===== config.mk =====
export PLATFORM = sky130hd
export DESIGN_NAME = refcounted_barrier_table_flat
export DESIGN_NICKNAME = d
export VERILOG_FILES = /design/src/rtl/core/rbt_pkg.sv /design/src/rtl/core/rbt_if.sv /design/src/rtl/core/rbt_ram.sv /design/src/rtl/core/rbt_ctrl.sv /design/src/rtl/core/rbt_dp.sv /design/src/rtl/core/refcounted_barrier_table.sv /design/src/flat_wrapper.sv
export SDC_FILE = /design/constraint.sdc
export NUM_CORES = 2
export LEC_CHECK = 0
export ABC_AREA = 1
export BUFFER_PORTS_ARGS = -buffer_cell sky130_fd_sc_hd__buf_4
export CAP_MARGIN = 20
export CORE_UTILIZATION = 55
export DETAILED_ROUTE_END_ITERATION = 10
export PLACE_DENSITY_LB_ADDON = 0.2
export SLEW_MARGIN = 15
export SYNTH_ARGS = -nofsm -noshare
export SYNTH_HDL_FRONTEND = slang
export SYNTH_SLANG_ARGS = --single-unit
export TNS_END_PERCENT = 10

===== constraint.sdc =====
create_clock -name i_clk -period 15.3 [get_ports i_clk]
set_clock_uncertainty 0.05 [all_clocks]
set_input_delay 0.765 -clock i_clk [delete_from_list [all_inputs] [get_ports i_clk]]
set_output_delay 0.765 -clock i_clk [all_outputs]
set_load 0.05 [all_outputs]

===== src/rtl/core/rbt_pkg.sv =====
// Shared types and constants for the reference-counted barrier table.
// Used by the interfaces, the controller, the datapath and the checker.
// No dependencies.
package rbt_pkg;

    localparam int KEY_W          = 64;
    localparam int CNT_W          = 32;
    localparam int DELTA_W        = 16;
    localparam int STATUS_W       = 3;
    localparam int LIVE_W         = 5;
    localparam int DEFAULT_DEPTH  = 16;

    localparam logic REQ_ACQUIRE = 1'b0;
    localparam logic REQ_RELEASE = 1'b1;

    typedef enum logic [STATUS_W-1:0] {
        ST_OK,
        ST_FULL,
        ST_UNKNOWN,
        ST_OVER_RELEASE,
        ST_OVERFLOW
    } t_status;

    // Controller to datapath
    typedef struct packed {
        logic load;
        logic scan;
        logic commit;
    } t_ctrl_cmd;

    // Datapath to controller
    typedef struct packed {
        logic scan_done;
        logic out_full;
    } t_ctrl_stat;

endpackage


===== src/rtl/core/rbt_if.sv =====
// Request and response channel interfaces of the barrier table.
// Depends on rbt_pkg for field widths.
interface rbt_req_if;
    logic                           valid;
    logic                           ready;
    logic                           req_type;
    logic [rbt_pkg::KEY_W-1:0]      commit_id;
    logic [rbt_pkg::DELTA_W-1:0]    ref_delta;

    modport source (output valid, output req_type, output commit_id, output ref_delta,
                    input ready);
    modport sink   (input valid, input req_type, input commit_id, input ref_delta,
                    output ready);
endinterface

interface rbt_rsp_if;
    logic                           valid;
    logic                           ready;
    logic [rbt_pkg::STATUS_W-1:0]   status;
    logic [rbt_pkg::CNT_W-1:0]      entry_count;
    logic [rbt_pkg::KEY_W-1:0]      min_commit_id;
    logic [rbt_pkg::KEY_W-1:0]      max_commit_id;
    logic                           is_empty;
    logic [rbt_pkg::LIVE_W-1:0]     live_entries;

    modport source (output valid, output status, output entry_count, output min_commit_id,
                    output max_commit_id, output is_empty, output live_entries,
                    input ready);
    modport sink   (input valid, input status, input entry_count, input min_commit_id,
                    input max_commit_id, input is_empty, input live_entries,
                    output ready);
endinterface


===== src/rtl/core/rbt_ram.sv =====
// Generic single-write, single-read RAM with registered read data.
// No dependencies.
module rbt_ram #(
    parameter int WIDTH = 8,
    parameter int DEPTH = 16
) (
    input  logic                     i_clk,
    input  logic                     i_we,
    input  logic [$clog2(DEPTH)-1:0] i_waddr,
    input  logic [WIDTH-1:0]         i_wdata,
    input  logic                     i_re,
    input  logic [$clog2(DEPTH)-1:0] i_raddr,
    output logic [WIDTH-1:0]         o_rdata
);

    logic [WIDTH-1:0] r_mem [DEPTH];
    logic [WIDTH-1:0] r_rdata;

    always_ff @(posedge i_clk) begin
        if (i_we) begin
            r_mem[i_waddr] <= i_wdata;
        end
        if (i_re) begin
            r_rdata <= r_mem[i_raddr];
        end
    end

    assign o_rdata = r_rdata;

endmodule


===== src/rtl/core/rbt_ctrl.sv =====
// Sequencer of the barrier table: accept, scan the table, commit.
// Depends on rbt_pkg for the command and status structs.
module rbt_ctrl (
    input  logic                i_clk,
    input  logic                i_rst_n,
    input  logic                i_in_valid,
    output logic                o_in_ready,
    input  rbt_pkg::t_ctrl_stat i_stat,
    output rbt_pkg::t_ctrl_cmd  o_cmd
);

    typedef enum logic [1:0] {
        S_IDLE,
        S_SCAN,
        S_COMMIT
    } t_state;

    t_state r_state;
    t_state n_state;

    always_comb begin
        n_state = r_state;
        case (r_state)
            S_IDLE: begin
                if (i_in_valid) begin
                    n_state = S_SCAN;
                end
            end
            S_SCAN: begin
                if (i_stat.scan_done) begin
                    n_state = S_COMMIT;
                end
            end
            S_COMMIT: begin
                // hold until the output register can take the result
                if (!i_stat.out_full) begin
                    n_state = S_IDLE;
                end
            end
            default: n_state = S_IDLE;
        endcase
    end

    always_ff @(posedge i_clk) begin
        if (!i_rst_n) begin
            r_state <= S_IDLE;
        end else begin
            r_state <= n_state;
        end
    end

    assign o_in_ready   = (r_state == S_IDLE);
    assign o_cmd.load   = (r_state == S_IDLE) && i_in_valid;
    assign o_cmd.scan   = (r_state == S_SCAN);
    assign o_cmd.commit = (r_state == S_COMMIT) && !i_stat.out_full;

endmodule


===== src/rtl/core/rbt_dp.sv =====
// Datapath of the barrier table: entry RAM, valid bits, scan accumulators,
// update decision and output register. Depends on rbt_pkg and rbt_ram.
module rbt_dp #(
    parameter int TABLE_DEPTH = rbt_pkg::DEFAULT_DEPTH
) (
    input  logic                            i_clk,
    input  logic                            i_rst_n,
    input  rbt_pkg::t_ctrl_cmd              i_cmd,
    output rbt_pkg::t_ctrl_stat             o_stat,
    input  logic                            i_req_type,
    input  logic [rbt_pkg::KEY_W-1:0]       i_commit_id,
    input  logic [rbt_pkg::DELTA_W-1:0]     i_ref_delta,
    output logic                            o_out_valid,
    input  logic                            i_out_ready,
    output logic [rbt_pkg::STATUS_W-1:0]    o_status,
    output logic [rbt_pkg::CNT_W-1:0]       o_entry_count,
    output logic [rbt_pkg::KEY_W-1:0]       o_min_commit_id,
    output logic [rbt_pkg::KEY_W-1:0]       o_max_commit_id,
    output logic                            o_is_empty,
    output logic [rbt_pkg::LIVE_W-1:0]      o_live_entries
);

    localparam int KW = rbt_pkg::KEY_W;
    localparam int NW = rbt_pkg::CNT_W;
    localparam int DW = rbt_pkg::DELTA_W;
    localparam int EW = KW + NW;
    localparam int AW = $clog2(TABLE_DEPTH);
    localparam int CW = $clog2(TABLE_DEPTH + 1);

    // captured request
    logic          r_req_type;
    logic [KW-1:0] r_key;
    logic [DW-1:0] r_delta;

    // scan state
    logic [CW-1:0] r_issue;
    logic          r_pend;
    logic [AW-1:0] r_cmp_addr;
    logic          r_hit;
    logic [AW-1:0] r_hit_idx;
    logic [NW-1:0] r_hit_cnt;
    logic          r_free_ok;
    logic [AW-1:0] r_free_idx;
    logic [KW-1:0] r_min;
    logic [KW-1:0] r_max;
    logic [CW-1:0] r_others;

    logic [TABLE_DEPTH-1:0] r_valid;

    // output register
    logic                           r_out_valid;
    logic [rbt_pkg::STATUS_W-1:0]   r_o_status;
    logic [NW-1:0]                  r_o_count;
    logic [KW-1:0]                  r_o_min;
    logic [KW-1:0]                  r_o_max;
    logic                           r_o_empty;
    logic [rbt_pkg::LIVE_W-1:0]     r_o_live;

    // RAM ports
    logic          w_re;
    logic [AW-1:0] w_raddr;
    logic [EW-1:0] w_rdata;
    logic          w_we;
    logic [AW-1:0] w_waddr;
    logic [NW-1:0] w_wcnt;
    logic [KW-1:0] w_rd_key;
    logic [NW-1:0] w_rd_cnt;
    logic          w_ent_valid;
    logic          w_match;

    // commit decision
    rbt_pkg::t_status w_status;
    logic [NW-1:0]    w_count;
    logic             w_key_live;
    logic             w_set_valid;
    logic             w_clr_valid;
    logic [NW:0]      w_sum;
    logic [NW-1:0]    w_rest;
    logic             w_under;
    logic [KW-1:0]    w_new_min;
    logic [KW-1:0]    w_new_max;
    logic [CW-1:0]    w_live;

    rbt_ram #(
        .WIDTH (EW),
        .DEPTH (TABLE_DEPTH)
    ) u_ram (
        .i_clk   (i_clk),
        .i_we    (w_we),
        .i_waddr (w_waddr),
        .i_wdata ({r_key, w_wcnt}),
        .i_re    (w_re),
        .i_raddr (w_raddr),
        .o_rdata (w_rdata)
    );

    assign w_re        = i_cmd.scan && (r_issue != CW'(TABLE_DEPTH));
    assign w_raddr     = r_issue[AW-1:0];
    assign w_rd_key    = w_rdata[EW-1:NW];
    assign w_rd_cnt    = w_rdata[NW-1:0];
    assign w_ent_valid = r_valid[r_cmp_addr];
    assign w_match     = w_ent_valid && (w_rd_key == r_key);

    assign o_stat.scan_done = (r_issue == CW'(TABLE_DEPTH)) && !r_pend;
    assign o_stat.out_full  = r_out_valid && !i_out_ready;

    assign w_sum   = {1'b0, r_hit_cnt} + {{(NW + 1 - DW){1'b0}}, r_delta};
    assign w_rest  = r_hit_cnt - {{(NW - DW){1'b0}}, r_delta};
    assign w_under = r_hit_cnt < {{(NW - DW){1'b0}}, r_delta};

    always_comb begin
        w_status    = rbt_pkg::ST_OK;
        w_count     = '0;
        w_key_live  = 1'b0;
        w_set_valid = 1'b0;
        w_clr_valid = 1'b0;
        w_we        = 1'b0;
        w_waddr     = r_hit_idx;
        w_wcnt      = r_hit_cnt;
        case (r_req_type)
            rbt_pkg::REQ_ACQUIRE: begin
                if (r_hit) begin
                    w_key_live = 1'b1;
                    if (w_sum[NW]) begin
                        w_status = rbt_pkg::ST_OVERFLOW;
                        w_count  = r_hit_cnt;
                    end else begin
                        w_count = w_sum[NW-1:0];
                        w_wcnt  = w_sum[NW-1:0];
                        w_we    = i_cmd.commit;
                    end
                end else if (!r_free_ok) begin
                    w_status = rbt_pkg::ST_FULL;
                end else begin
                    w_key_live  = 1'b1;
                    w_count     = NW'(r_delta);
                    w_wcnt      = NW'(r_delta);
                    w_waddr     = r_free_idx;
                    w_we        = i_cmd.commit;
                    w_set_valid = i_cmd.commit;
                end
            end
            rbt_pkg::REQ_RELEASE: begin
                if (!r_hit) begin
                    w_status = rbt_pkg::ST_UNKNOWN;
                end else if (w_under) begin
                    w_status   = rbt_pkg::ST_OVER_RELEASE;
                    w_count    = r_hit_cnt;
                    w_key_live = 1'b1;
                end else begin
                    w_count     = w_rest;
                    w_wcnt      = w_rest;
                    w_we        = i_cmd.commit;
                    w_key_live  = (w_rest != '0);
                    w_clr_valid = i_cmd.commit && (w_rest == '0);
                end
            end
            default: w_status = rbt_pkg::ST_OK;
        endcase
    end

    // fold the request key into the extremes of the other live entries
    assign w_new_min = (w_key_live && (r_key < r_min)) ? r_key : r_min;
    assign w_new_max = (w_key_live && (r_key > r_max)) ? r_key : r_max;
    assign w_live    = r_others + CW'(w_key_live);

    // control state
    always_ff @(posedge i_clk) begin
        if (!i_rst_n) begin
            r_pend      <= 1'b0;
            r_valid     <= '0;
            r_out_valid <= 1'b0;
        end else begin
            r_pend <= w_re;
            if (w_set_valid) begin
                r_valid[w_waddr] <= 1'b1;
            end
            if (w_clr_valid) begin
                r_valid[w_waddr] <= 1'b0;
            end
            if (i_cmd.commit) begin
                r_out_valid <= 1'b1;
            end else if (i_out_ready) begin
                r_out_valid <= 1'b0;
            end
        end
    end

    // request capture, scan accumulators and result payload
    always_ff @(posedge i_clk) begin
        if (i_cmd.load) begin
            r_req_type <= i_req_type;
            r_key      <= i_commit_id;
            r_delta    <= i_ref_delta;
            r_issue    <= '0;
            r_hit      <= 1'b0;
            r_free_ok  <= 1'b0;
            r_min      <= '1;
            r_max      <= '0;
            r_others   <= '0;
        end else begin
            if (w_re) begin
                r_issue <= r_issue + CW'(1);
            end
            if (r_pend) begin
                if (w_match && !r_hit) begin
                    r_hit     <= 1'b1;
                    r_hit_idx <= r_cmp_addr;
                    r_hit_cnt <= w_rd_cnt;
                end
                if (!w_ent_valid && !r_free_ok) begin
                    r_free_ok  <= 1'b1;
                    r_free_idx <= r_cmp_addr;
                end
                if (w_ent_valid && !w_match) begin
                    r_others <= r_others + CW'(1);
                    if (w_rd_key < r_min) begin
                        r_min <= w_rd_key;
                    end
                    if (w_rd_key > r_max) begin
                        r_max <= w_rd_key;
                    end
                end
            end
        end
        r_cmp_addr <= w_raddr;
        if (i_cmd.commit) begin
            r_o_status <= w_status;
            r_o_count  <= w_count;
            r_o_min    <= w_new_min;
            r_o_max    <= w_new_max;
            r_o_empty  <= (w_live == '0);
            r_o_live   <= rbt_pkg::LIVE_W'(w_live);
        end
    end

    assign o_out_valid     = r_out_valid;
    assign o_status        = r_o_status;
    assign o_entry_count   = r_o_count;
    assign o_min_commit_id = r_o_min;
    assign o_max_commit_id = r_o_max;
    assign o_is_empty      = r_o_empty;
    assign o_live_entries  = r_o_live;

endmodule


===== src/rtl/core/refcounted_barrier_table.sv =====
// Top level of the reference-counted barrier table.
// Depends on rbt_pkg, rbt_if, rbt_ctrl and rbt_dp.
//
//  channel  | dir | modport | transaction
//  ---------+-----+---------+----------------------------------------------
//  i_req    | in  | sink    | req_type, commit_id, ref_delta
//  o_rsp    | out | source  | status, entry_count, min/max id, is_empty, live
//
// A request is accepted, then the table is scanned one entry a cycle through the
// single read port of the entry RAM, then the commit step writes back and loads
// the output register.
// A new request is accepted as soon as the previous result sits in the output
// register, even while the sink stalls; a second result waits in the commit step.
// Reset is synchronous, active low, and empties the table at once.
module refcounted_barrier_table #(
    parameter int TABLE_DEPTH = rbt_pkg::DEFAULT_DEPTH
) (
    input  logic      i_clk,
    input  logic      i_rst_n,
    rbt_req_if.sink   i_req,
    rbt_rsp_if.source o_rsp
);

    rbt_pkg::t_ctrl_cmd  w_cmd;
    rbt_pkg::t_ctrl_stat w_stat;

    rbt_ctrl u_ctrl (
        .i_clk      (i_clk),
        .i_rst_n    (i_rst_n),
        .i_in_valid (i_req.valid),
        .o_in_ready (i_req.ready),
        .i_stat     (w_stat),
        .o_cmd      (w_cmd)
    );

    rbt_dp #(
        .TABLE_DEPTH (TABLE_DEPTH)
    ) u_dp (
        .i_clk           (i_clk),
        .i_rst_n         (i_rst_n),
        .i_cmd           (w_cmd),
        .o_stat          (w_stat),
        .i_req_type      (i_req.req_type),
        .i_commit_id     (i_req.commit_id),
        .i_ref_delta     (i_req.ref_delta),
        .o_out_valid     (o_rsp.valid),
        .i_out_ready     (o_rsp.ready),
        .o_status        (o_rsp.status),
        .o_entry_count   (o_rsp.entry_count),
        .o_min_commit_id (o_rsp.min_commit_id),
        .o_max_commit_id (o_rsp.max_commit_id),
        .o_is_empty      (o_rsp.is_empty),
        .o_live_entries  (o_rsp.live_entries)
    );

endmodule


===== src/flat_wrapper.sv =====
// flat-port wrapper written by rule: the top's interface ports become plain ports
module refcounted_barrier_table_flat 
#(
    parameter int TABLE_DEPTH = rbt_pkg::DEFAULT_DEPTH
)
  (i_clk, i_rst_n, i_req_valid, i_req_req_type, i_req_commit_id, i_req_ref_delta, i_req_ready, o_rsp_valid, o_rsp_status, o_rsp_entry_count, o_rsp_min_commit_id, o_rsp_max_commit_id, o_rsp_is_empty, o_rsp_live_entries, o_rsp_ready);
  rbt_req_if i_req_i ();
  rbt_rsp_if o_rsp_i ();
  input  logic i_clk;
  input  logic i_rst_n;
  input wire logic [$bits(i_req_i.valid)-1:0] i_req_valid;
  input wire logic [$bits(i_req_i.req_type)-1:0] i_req_req_type;
  input wire logic [$bits(i_req_i.commit_id)-1:0] i_req_commit_id;
  input wire logic [$bits(i_req_i.ref_delta)-1:0] i_req_ref_delta;
  output wire logic [$bits(i_req_i.ready)-1:0] i_req_ready;
  output wire logic [$bits(o_rsp_i.valid)-1:0] o_rsp_valid;
  output wire logic [$bits(o_rsp_i.status)-1:0] o_rsp_status;
  output wire logic [$bits(o_rsp_i.entry_count)-1:0] o_rsp_entry_count;
  output wire logic [$bits(o_rsp_i.min_commit_id)-1:0] o_rsp_min_commit_id;
  output wire logic [$bits(o_rsp_i.max_commit_id)-1:0] o_rsp_max_commit_id;
  output wire logic [$bits(o_rsp_i.is_empty)-1:0] o_rsp_is_empty;
  output wire logic [$bits(o_rsp_i.live_entries)-1:0] o_rsp_live_entries;
  input wire logic [$bits(o_rsp_i.ready)-1:0] o_rsp_ready;
  assign i_req_i.valid = i_req_valid;
  assign i_req_i.req_type = i_req_req_type;
  assign i_req_i.commit_id = i_req_commit_id;
  assign i_req_i.ref_delta = i_req_ref_delta;
  assign i_req_ready = i_req_i.ready;
  assign o_rsp_valid = o_rsp_i.valid;
  assign o_rsp_status = o_rsp_i.status;
  assign o_rsp_entry_count = o_rsp_i.entry_count;
  assign o_rsp_min_commit_id = o_rsp_i.min_commit_id;
  assign o_rsp_max_commit_id = o_rsp_i.max_commit_id;
  assign o_rsp_is_empty = o_rsp_i.is_empty;
  assign o_rsp_live_entries = o_rsp_i.live_entries;
  assign o_rsp_i.ready = o_rsp_ready;
  refcounted_barrier_table #(.TABLE_DEPTH(TABLE_DEPTH)) u_core (.i_clk(i_clk), .i_rst_n(i_rst_n), .i_req(i_req_i), .o_rsp(o_rsp_i));
endmodule

Yosys cells after proc, flatten, opt, wreduce, memory -nomap -nowiden
Memories as Yosys holds them, arrays and structs flattened. A register that Yosys moved wholly into a read port is not among the register bits. Cells that the tools add are included.

Bits in registers: 454. Memories kept: 1. Output and inout port bits: 171. Bits in writable memories: 1536.

Memory list: u_core.u_dp.u_ram.r_mem (depth 16, bits a word 96, rd ports 1, clocked after memory_dff 1, write ports 1, line rbt_ram.sv:16) `logic [WIDTH-1:0] r_mem [DEPTH];`.

Add/subtract/negate cells: 5. Mux-type cells: 52. Order comparisons: 8. Bitwise logic cells: 5. Reduce and logical (&&, ||, !) cells: 33. Equality and inequality tests: 8.

Operators by type and width (number): 32-bit two-way mux (7); 64-bit greater-than comparator (2); 64-bit < comparator (2); 64-bit two-way mux (2); 32-bit case mux with 2 select lines (2); 64-bit equality test (1); 16-bit two-way mux (4); 32-bit by 16-bit adder with 33-bit output (1); 32-bit zero test (1); 32-bit by 16-bit < comparator with 1-bit output (1); 32-bit nonzero test (1); 32-bit by 16-bit subtractor with 32-bit output (1); 1-bit two-way mux (21); 16-bit bitwise AND (1); 16-bit inverter (1); 16-bit OR (1); 3-bit AND reduction (5); 1-bit logical AND (13); 4-bit two-way mux (3); 5-bit by 1-bit adder with 5-bit output (second input constant) (2); 4-bit by 5-bit < comparator with 1-bit output (second input constant) (2); 2-bit two-way mux (5); 1-bit zero test (7); 3-bit two-way mux (2); other kinds (18) (23).

Depth between registers and ports, before layout
Depth after elaboration: 12. Gate-level depth with buffers: 25.

By module
Synthesis repeated with hierarchy kept, for this count alone.

Cell total of the unflattened synthesis: 9808. Area, all modules: 97124.4 µm².

Modules (own cells, without submodules): rbt_ram (times used 1, area an instance 68604.5 µm², cells each 6302, sequential area each 49007.0 µm²); rbt_dp (times used 1, area an instance 28412.2 µm², cells each 3491, sequential area each 11951.5 µm²); rbt_ctrl (times used 1, area an instance 107.6 µm², cells each 15, sequential area each 40.0 µm²).

Worst setup path after synthesis
No wires, ideal clock.

Kind: input-to-reg. From: in o_rsp_ready. To: mem u_core.u_dp.u_ram.r_mem[10][0] in the netlist's numbering (enable). Data arrival time: 9.308 ns. Slack: 5.391 ns. Stages on the path: 7. Path through: nor2_1 inv_1 nand2_1 inv_1 o211ai_2 buf_4 nor2_1.

RTL lines: start, declared (line flat_wrapper.sv:23) `input wire logic [$bits(o_rsp_i.ready)-1:0] o_rsp_ready;`; end, declared (line rbt_ram.sv:16).

Worst setup path in the final report
From: reg u_core.u_dp.r_hit_cnt[0]. To: mem u_core.u_dp.u_ram.r_mem[2][11] in the netlist's numbering (enable).

Word-level cells in the longest chain between the ends: 6. Elaborated cells on any way between the ends: 9.

RTL lines: start, declared (line rbt_dp.sv:41) `logic [NW-1:0] r_hit_cnt;`; start signal, assigned (line rbt_dp.sv:209) `r_hit_cnt <= w_rd_cnt;`; 32-bit by 16-bit adder with 33-bit output or 32-bit by 16-bit < comparator with 1-bit output (tied branches) (line rbt_dp.sv:107, rbt_dp.sv:109); 1-bit two-way mux, on equally long branches (line rbt_dp.sv:124, rbt_dp.sv:146); 1-bit two-way mux, on equally long branches (line rbt_dp.sv:122, rbt_dp.sv:144); 1-bit case mux with 2 select lines (*) (line rbt_dp.sv:120) `case (r_req_type)`; 1-bit two-way mux (*) (line rbt_ram.sv:20) `if (i_we) begin`; 1-bit two-way mux (implied by the code) (*) (line rbt_ram.sv:21) `r_mem[i_waddr] <= i_wdata;`.

Mark *: on every way between the ends. The rest lies on a longest branch, timed or not.

==> impl_metrics.toml <==
[pwr]
leakagePower_uw = 0.0373
pwr-share-seq_pct = 43.8
pwr-share-clk_pct = 31.6
combPwrFrac_pct = 24.6
p_sw_uw = 5390
p_total_uw = 16000
ir_drop_v = 0.000203
swShare_pct = 33.7
p_per_area_mw_per_mm2 = 157
intPower_uw = 10600

[clock_network]
cts.clk_slew.worst_paths_ps = 60
cts_tree = "done"
cts_setup_buffers = 0
cts_root_buffer = "clkbuf_16"
cts_sinks = 2086
insertion_delay_ps = 860
htreeDepth = 4
cts_max_path_buffers = 3
numCtsBuffers = 208

[placed_design]
place_congestion = 0.956
dp_hpwl_um = 171000
pre_cts_ws_ps = 9360
io_buffers = 255

[timing]
setup-tns-final_ps = 0
fin_crit_sh_pct = 39.6
worstMarginPinSlew_ps = 1150
slew_violations = 0
layout_min_cycle_time_ps = 6060
max_slew_margin_pct = 23.4
hold_viol_final = 0
setup_viol = 0
layout_setup_ws_ps = 9240
max_freq_ghz = 0.165
rsz0062_at_grt = "false"

[logic_synthesis]
synthMuxAreaShare_pct = 0
syn_area_mm2 = 0.0904
ys_async_sr_fraction_pct = 0
yosysTopAreaCellShare_pct = 63.8
syn_area_per_cell_um2 = 11.3
synth_cell_types = 54
yosys_warnings = 0
syn_nets = 8353
synth_top_cell_by_area = "edfxtp_1"
ys_ff_latch = 2086
synth-main-ff-cell = "edfxtp_1"
synth-compound-area-share_pct = 9.82
synth_edf_count = 1922
synthTopCellsByArea = "edfxtp_1, nand2_1, o21ai_0"
syn_inst = 7974
synthAdderAreaFrac_pct = 4.08
synth_top_family_by_area = "simple AND/OR/NAND/NOR gates"
synthXorXnorAreaFrac_pct = 0.697
ys_seq_area_share_pct = 67.5
yosys.area_share.simple_pct = 14.0

[finish]
synthToLayoutAreaGrowth_pct = 12.6
final_nets = 8550
drive_gt1_share_pct = 9.34
fillerInstances = 12800
antennaDiodeCount = 0
multi_input_area_mm2 = 0.0262
seq_area_mm2 = 0.0610

[drt]
viasPerCell = 6.22
wl_per_cell_um = 26.8
drc = 0
drt_iter0_markers = 9144
drtAntennaViolNets = 0
drtPass1Iterations = 8
routed_wl_um = 282000
vias = 65500

[hold_path]
whs_endpoint = "u_core.u_dp.r_key[11]"
holdCritStartpoint = "i_req_commit_id[11]"
hold_path_class = "input port to flip-flop"
min_delay_path_depth = 1

[outcome]
run_status = "finished clean"

[critical_path]
crit_arrival_ps = 6460
r2r_slack_ps = 9240
critPathLaunchType = "flip-flop"
cp_max_fo = 41
reg2reg_depth = 21
path_class = "flip-flop to flip-flop"
end_kind = "flip-flop"
worstReg2RegEnd = "u_core.u_dp.u_ram.r_mem[2][11]"
worst-endpoint-required_ps = 15700
r2r-start = "u_core.u_dp.r_hit_cnt[0]"

[die]
die_y_um = 407
fp.dieW_um = 407
pin_count = 256
core_area_mm2 = 0.163
start_util_pct = 55.5
std_cell_rows = 148
dieArea_mm2 = 0.166

[global_routing]
grtUsageTotal_pct = 33.3
grt-ovfl-total = 0
grt_start_max_net_pins = 221
grt_pass1_vias = 61500
antenna_found_initial = 10
grt_pass1_wl_um = 409000

[job]
cap_violations = 0
power by group through the flow:
stage                     Clock [uW]  Sequential [uW]  Combinational (uW)
after global placement             0             7110                3760
after CTS                       5100             6990                3880
after global routing            5320             7010                4280
after floorplan                    0             7090                2420
after detailed placement           0             7110                3850
final                           5060             7000                3940
per-stage QoR:
| stage | hold slack (ps) | instances | utilization, % | cell area, um2 |
|---|---|---|---|---|
| after floorplan | 303 | 7974 | - | 90400 |
| after global placement | 354 | 10100 | 58.1 | 94700 |
| after detailed placement | 359 | 10100 | 58.1 | 94700 |
| after CTS | 0.396 | 10500 | 62.5 | 102000 |
| after global routing | 19.0 | 10500 | 62.5 | 102000 |
| final | 49.6 | 10500 | 62.5 | 102000 |
layout by cell type, fill, tap and decap left out, drive strengths merged, types with 86 or more instances in the layout:
cell / Yosys / layout
nand4: 270 / 270
dfxtp: 164 / 164
edfxtp: 1922 / 1922
inv: 438 / 449
nand3: 321 / 321
o21ai: 867 / 867
a21oi: 245 / 245
buf: 107 / 402
nor2: 1060 / 1060
ha: 292 / 292
clkinv: 3 / 86
clkbuf: 337 / 277
nand2: 1294 / 1294
o22ai: 392 / 392
critical path, stage by stage (launching register included):
cell and delay, ps:
edfxtp_1 390, inv_1 100, ha_1 210, fa_1 420, inv_1 140, nand3_1 100, nand2_1 250, nand2_1 110
nand2_1 140, nand3_1 110, nand2_1 100, nor2_1 80, inv_2 80, nand2_2 90, inv_2 140, nor2_1 110
nor2_4 330, o211ai_4 150, buf_4 310, nor2_4 580, buf_4 770, buf_4 760
metal layers:
layer	track usage, %	share of wire [%]
met1	48.5	41
met2	49.4	44
met3	6.09	11
met4	14.3	4.5
met5	0	0.014
cell type report:
cell class,count,area share [%]
clock inverter,114,1.09
clock buffer,277,5.56
multi-input combinational,5003,25.7
sequential,2086,59.9
timing repair buffer,431,3.38
inverter,441,1.66
tap,2175,2.67
flip-flops by register name (all words and copies together) (netlist names), 2 cells and up:
register / cells
u_core.u_dp.o_entry_count: 32
u_core.u_dp.o_min_commit_id: 64
u_core.u_dp.r_valid: 16
u_core.u_dp.r_hit_cnt: 32
u_core.u_ctrl.r_state: 2
u_core.u_dp.r_min: 64
u_core.u_dp.u_ram.o_rdata: 96
u_core.u_dp.r_max: 64
u_core.u_dp.r_issue: 5
u_core.u_dp.o_max_commit_id: 64
u_core.u_dp.r_cmp_addr: 4
u_core.u_dp.r_free_idx: 4
u_core.u_dp.r_others: 5
u_core.u_dp.u_ram.r_mem: 1536
u_core.u_dp.r_delta: 16
u_core.u_dp.r_key: 64
u_core.u_dp.o_live_entries: 5
u_core.u_dp.r_hit_idx: 4
u_core.u_dp.o_status: 3
timing repair:
action,CTS,global route
hold buffers,29,0
hold endpoints to repair,29,0
resized for setup,0,0
kinds of logic (layout without fill, tap and decap cells):
logic type | Yosys count | count (layout)
AO/OA/AOI/OAI | 1611 | 1611
adder cells (fa/ha/maj) | 294 | 294
XOR/XNOR | 72 | 72
AND/OR/NAND/NOR | 3026 | 3026
flip-flops | 2086 | 2086
buffers and inverters | 885 | 1263
cells in the mapped netlist (7+ instances only):
cell type	number
a211oi_1	12
a21oi_1	243
a22oi_1	8
buf_1	39
buf_2	36
buf_4	18
buf_6	14
clkbuf_1	337
dfxtp_1	164
edfxtp_1	1922
ha_1	292
inv_1	427
inv_2	11
nand2_1	1287
nand3_1	317
nand4_1	269
nor2_1	1051
nor2_2	8
nor3_1	39
nor4_1	22
o2111ai_1	7
o211ai_1	31
o21a_1	10
o21ai_0	857
o21ai_1	8
o221ai_1	17
o22ai_1	392
or2_2	7
xor2_1	71
worst max-delay path by stage:
| stage | from | to | cells past startpoint |
|---|---|---|---|
| 2_1_floorplan | o_rsp_ready | u_core.u_dp.u_ram.r_mem[10][0] | 7 |
| 3_3_place_gp | u_core.u_dp.r_hit_cnt[0] | u_core.u_dp.u_ram.r_mem[2][12] | 21 |
| 3_5_place_dp | u_core.u_dp.r_delta[0] | u_core.u_dp.u_ram.r_mem[2][28] | 20 |
| 4_1_cts | u_core.u_dp.r_delta[0] | u_core.u_dp.u_ram.r_mem[2][11] | 20 |
| 5_1_grt | u_core.u_dp.r_hit_cnt[0] | u_core.u_dp.u_ram.r_mem[14][84] | 21 |
| 6_report | u_core.u_dp.r_hit_cnt[0] | u_core.u_dp.u_ram.r_mem[2][11] | 21 |
Note: power is estimated with default switching activity, not from simulation.
